--- src/hw/rtl/pitrb_ram.sv ---
// Generic single-write, single-read RAM with registered read data.
module pitrb_ram #(
    parameter int WIDTH = 8,
    parameter int DEPTH = 32
) (
    input  logic                                     clk,
    input  logic                                     we,
    input  logic [((DEPTH > 1) ? $clog2(DEPTH) : 1)-1:0] waddr,
    input  logic [WIDTH-1:0]                         wdata,
    input  logic                                     re,
    input  logic [((DEPTH > 1) ? $clog2(DEPTH) : 1)-1:0] raddr,
    output logic [WIDTH-1:0]                         rdata
);

    logic [WIDTH-1:0] mem [DEPTH];
    logic [WIDTH-1:0] rdata_reg;

    always_ff @(posedge clk)
    begin
        if (we)
        begin
            mem[waddr] <= wdata;
        end
        if (re)
        begin
            rdata_reg <= mem[raddr];
        end
    end

    assign rdata = rdata_reg;

endmodule

--- config.mk ---
export PLATFORM = sky130hd
export DESIGN_NAME = pitrb_ram
export DESIGN_NICKNAME = d
export VERILOG_FILES = /design/src/hw/rtl/pitrb_ram.sv
export SDC_FILE = /design/constraint.sdc
export NUM_CORES = 1
export LEC_CHECK = 0
export BUFFER_PORTS_ARGS = -buffer_cell sky130_fd_sc_hd__buf_2
export CORE_MARGIN = 5
export CORE_UTILIZATION = 40
export DETAILED_ROUTE_END_ITERATION = 12
export SLEW_MARGIN = 20
export SYNTH_ARGS = -nofsm -noshare
export SYNTH_HDL_FRONTEND = slang
export SYNTH_SLANG_ARGS = --single-unit
--- constraint.sdc ---
create_clock -name clk -period 2.8 [get_ports clk]
set_clock_uncertainty 0.1 [all_clocks]
set_input_delay 0.14 -clock clk [delete_from_list [all_inputs] [get_ports clk]]
set_output_delay 0.14 -clock clk [all_outputs]
set_load 0.01 [all_outputs]
==> impl_metrics.prom <==
# TYPE chip_impl_metric gauge
chip_impl_info{name="worstSetupEndpointType",value="flop"} 1
chip_impl_metric{name="ir_worst_vdd",unit="uV"} 435
chip_impl_info{name="cpMaxStageDelayCell",value="mux4_2"} 1
chip_impl_metric{name="final_period_util",unit="%"} 74.8
chip_impl_metric{name="place.detailed.instances",unit=""} 787
chip_impl_metric{name="postSynthCellCount",unit=""} 417
chip_impl_metric{name="hold_violations",unit=""} 0
chip_impl_metric{name="post_place_setup_slack",unit="ns"} 0.414
chip_impl_metric{name="placement_rows",unit=""} 58
chip_impl_metric{name="grtUsageTotal",unit="%"} 14.9
chip_impl_info{name="rr_endpoint",value="rdata[1]$_DFFE_PP_"} 1
chip_impl_info{name="root_buffer",value="clkbuf_16"} 1
chip_impl_metric{name="postLayoutSetupSlackWorst",unit="ns"} 0.706
chip_impl_metric{name="ctsHtreeMaxLevel",unit=""} 1
chip_impl_info{name="timing.critical_path.max_delay_family",value="multiplexers"} 1
chip_impl_metric{name="drt_pre_antenna_iters",unit=""} 5
chip_impl_info{name="rsz0062_at_grt",value="no"} 1
chip_impl_metric{name="ant_cells",unit=""} 0
chip_impl_metric{name="timing.critical_path.buf_inv",unit=""} 0
chip_impl_metric{name="portBuffers",unit=""} 28
chip_impl_info{name="crit_path_to",value="rdata[1]$_DFFE_PP_"} 1
chip_impl_metric{name="grt_start_max_net_pins",unit=""} 65
chip_impl_metric{name="timing.slew.headroom",unit="%"} 47.2
chip_impl_metric{name="post_synth_num_cell_types",unit=""} 14
chip_impl_metric{name="slowest_stage_delay_on_critical_path",unit="ns"} 0.55
chip_impl_metric{name="largest_register_ffs",unit=""} 256
chip_impl_metric{name="numCtsBuffers",unit=""} 27
chip_impl_metric{name="cts_num_sinks",unit=""} 264
chip_impl_metric{name="initial_antenna_violation_count",unit=""} 0
chip_impl_metric{name="worst_r2r_path_depth",unit=""} 3
chip_impl_metric{name="num-fill-cells",unit=""} 2044
chip_impl_info{name="crit_top_cell",value="mux4_2"} 1
chip_impl_metric{name="sequentialPowerShare",unit="%"} 55.0
chip_impl_metric{name="route.antenna.remaining_nets",unit=""} 0
chip_impl_metric{name="syn-mean-instance-area",unit="um2"} 24.3
chip_impl_metric{name="floorplan.die.height",unit="um"} 169
chip_impl_metric{name="finalNetCount",unit=""} 508
chip_impl_metric{name="route.vias.total",unit=""} 4513
chip_impl_metric{name="postPlaceCellArea",unit="um2"} 10900
chip_impl_metric{name="synthesis.area",unit="um2"} 10100
chip_impl_metric{name="design_power_total",unit="mW"} 8.05
chip_impl_metric{name="die_footprint",unit="um2"} 28600
chip_impl_metric{name="swShare",unit="%"} 20.1
chip_impl_metric{name="detailed_route_drc_error_count",unit=""} 0
chip_impl_metric{name="cts.repair_timing.setup_buffer_count",unit=""} 0
chip_impl_metric{name="intPower",unit="mW"} 6.44
chip_impl_metric{name="instances_no_fill",unit=""} 833
chip_impl_info{name="crit_path_cell_trace",value="mux4_2 > mux4_2 > mux2_2"} 1
chip_impl_metric{name="totalNegativeSetupSlack",unit="ns"} 0
chip_impl_metric{name="flow.area_growth_from_synthesis",unit="%"} 15.0
chip_impl_metric{name="total_switching_power",unit="mW"} 1.62
chip_impl_metric{name="chipWidth",unit="um"} 169
chip_impl_info{name="ws_path_type",value="reg -> reg"} 1
chip_impl_metric{name="ys_seq_elements",unit=""} 264
chip_impl_metric{name="worst-path-stages",unit=""} 3
chip_impl_metric{name="clockPowerShare",unit="%"} 39.8
chip_impl_metric{name="top_level_ports",unit=""} 29
chip_impl_metric{name="power.combinational.fraction",unit="%"} 5.2
chip_impl_metric{name="clock_tree.buffer_depth",unit=""} 3
chip_impl_metric{name="seq_area_frac_synth",unit="%"} 78.2
chip_impl_info{name="run_status",value="finished, final reports clean"} 1
chip_impl_metric{name="area_inside_the_core_boundary",unit="um2"} 25000
chip_impl_metric{name="dpl.hpwl",unit="um"} 13200
chip_impl_metric{name="period_needed",unit="ns"} 2.09
chip_impl_metric{name="post_cts_resize_count",unit=""} 0
chip_impl_metric{name="grt_pass1_vias",unit=""} 4763
chip_impl_metric{name="clock.fmax",unit="MHz"} 478
chip_impl_metric{name="worst-r2r-setup-slack",unit="ns"} 0.71
chip_impl_metric{name="starting_density_of_the_core",unit="%"} 40.5
chip_impl_metric{name="critical_path_peak_fanout",unit=""} 1
chip_impl_info{name="launch_point_of_the_worst_path",value="mem[21][1]$_DFFE_PP_"} 1
chip_impl_metric{name="power_per_cell_area",unit="nW/um2"} 691
chip_impl_info{name="regToRegStartpoint",value="mem[21][1]$_DFFE_PP_"} 1
chip_impl_metric{name="p_leak",unit="nW"} 3.66
chip_impl_metric{name="gr-total-overflow",unit=""} 0
chip_impl_metric{name="tightest_slew",unit="ns"} 0.789
chip_impl_metric{name="cp_data_required_time",unit="ns"} 2.96
chip_impl_info{name="timing.critical_path.from_type",value="flop"} 1
chip_impl_metric{name="drv_slew",unit=""} 0
chip_impl_metric{name="vias_per_cell",unit=""} 5.42
chip_impl_metric{name="final_area",unit="um2"} 11700
chip_impl_metric{name="layout-drive-gt1-share",unit="%"} 36.8
chip_impl_metric{name="gpl.final_weighted_congestion",unit=""} 0.739
chip_impl_metric{name="syn_nets",unit=""} 438
chip_impl_metric{name="synthesis.yosys.warnings",unit=""} 0
chip_impl_info{name="hp-class",value="in -> reg"} 1
chip_impl_info{name="cts_tree",value="built"} 1
chip_impl_metric{name="wl_per_cell",unit="um"} 25.3
chip_impl_metric{name="path_clk_slew",unit="ns"} 0.06
chip_impl_metric{name="drt_wl_total",unit="um"} 21100
chip_impl_metric{name="number_of_drc_violations_after_detailed_routing_iteration_0",unit=""} 482
chip_impl_metric{name="crit_arrival",unit="ns"} 2.26
chip_impl_metric{name="clk-insertion-delay-late",unit="ns"} 0.53
chip_impl_metric{name="finalSetupViolCount",unit=""} 0
chip_impl_metric{name="grt_pass1_wl",unit="um"} 31800
chip_impl_metric{name="max_cap_violations",unit=""} 0
[cells in the final DEF, fill, tap and decap left out]
cell,netlist,routed
edfxtp_1,264,264
mux4_2,80,80
nor2_1,33,33
buf_4,6,30
clkbuf_16,0,27
buf_2,1,27
mux2_2,8,8
clkbuf_1,6,6
nand3b_1,5,5
clkinv_2,0,5
clkinv_1,0,5
or3b_2,3,3
buf_12,0,3
nand3_1,2,2
nand2_1,1,1
or3_1,1,1
inv_6,0,1
bufinv_16,0,1
dlygate4sd3_1,0,1
[metal layers]
metal  global-route usage, %  vias to the layer above  routed length, um
met2                    23.2                      130              10200
met1                    22.8                     2439               9610
met3                    1.86                       23                855
met4                    3.89                        0                410
met5                       0                        -                  0
li1                        -                     1921                  -
[synthesized netlist by cell type]
library cell / count / area (um2)
nand2_1: 1 / 3.75
or3b_2: 3 / 26.3
or3_1: 1 / 6.26
nor2_1: 33 / 124
nand3b_1: 5 / 37.5
buf_1: 6 / 22.5
buf_2: 1 / 5.00
mux2_2: 8 / 90.1
buf_6: 1 / 11.3
clkbuf_1: 6 / 22.5
nand3_1: 2 / 10.0
edfxtp_1: 264 / 7930
mux4_2: 80 / 1800
buf_4: 6 / 45.0
[worst min-delay path by stage]
| stage | startpoint | cells past startpoint | slack [ns] | end |
|---|---|---|---|---|
| floorplan | wdata[0] | 0 | 0.14 | mem[0][0]$_DFFE_PP_ |
| CTS | raddr[3] | 2 | 0.02 | rdata[7]$_DFFE_PP_ |
| detailed placement | re | 1 | 0.44 | rdata[7]$_DFFE_PP_ |
| global placement | re | 1 | 0.43 | rdata[7]$_DFFE_PP_ |
| global route | raddr[3] | 2 | 0.04 | rdata[0]$_DFFE_PP_ |
| finish | raddr[3] | 2 | 0.04 | rdata[4]$_DFFE_PP_ |
[power groups by stage]
stage,logic [mW],registers (mW),clock network [mW]
floorplan,0.234,4.51,0
global placement,0.412,4.51,0
detailed placement,0.425,4.52,0
CTS,0.428,4.43,3.28
global route,0.449,4.44,3.44
finish,0.416,4.43,3.21
[metrics by stage]
stage / util (%) / hold slack [ns]
6_report: 46.5 / 0.0426
2_1_floorplan: - / 0.139
3_3_place_gp: 43.4 / 0.431
3_5_place_dp: 43.4 / 0.435
5_1_grt: 46.5 / 0.0407
4_1_cts: 46.5 / 0.0247
[logic make-up after synthesis]
| logic type | after synthesis | share of synthesized area [%] |
|---|---|---|
| multiplexers | 88 | 18.7 |
| buffers and inverters | 20 | 1.05 |
| flip-flops | 264 | 78.2 |
| AND/OR/NAND/NOR | 45 | 2.05 |
[layout make-up]
cell class / instances / area, um2 / area share, %
clock inverters: 12 / 82.6 / 0.709
multi-input cells: 133 / 2100 / 18.0
flip-flops and latches: 264 / 7930 / 68.0
well taps: 330 / 413 / 3.54
clock buffers: 33 / 698 / 5.99
repair buffers: 61 / 430 / 3.69
[repair_timing]
| item | 4_1_cts | 5_1_grt |
|---|---|---|
| setup endpoints to repair | 0 | 0 |
| endpoints found under the hold margin | 8 | 0 |
| hold buffers | 1 | 0 |
(Power assumes the default switching activity.)
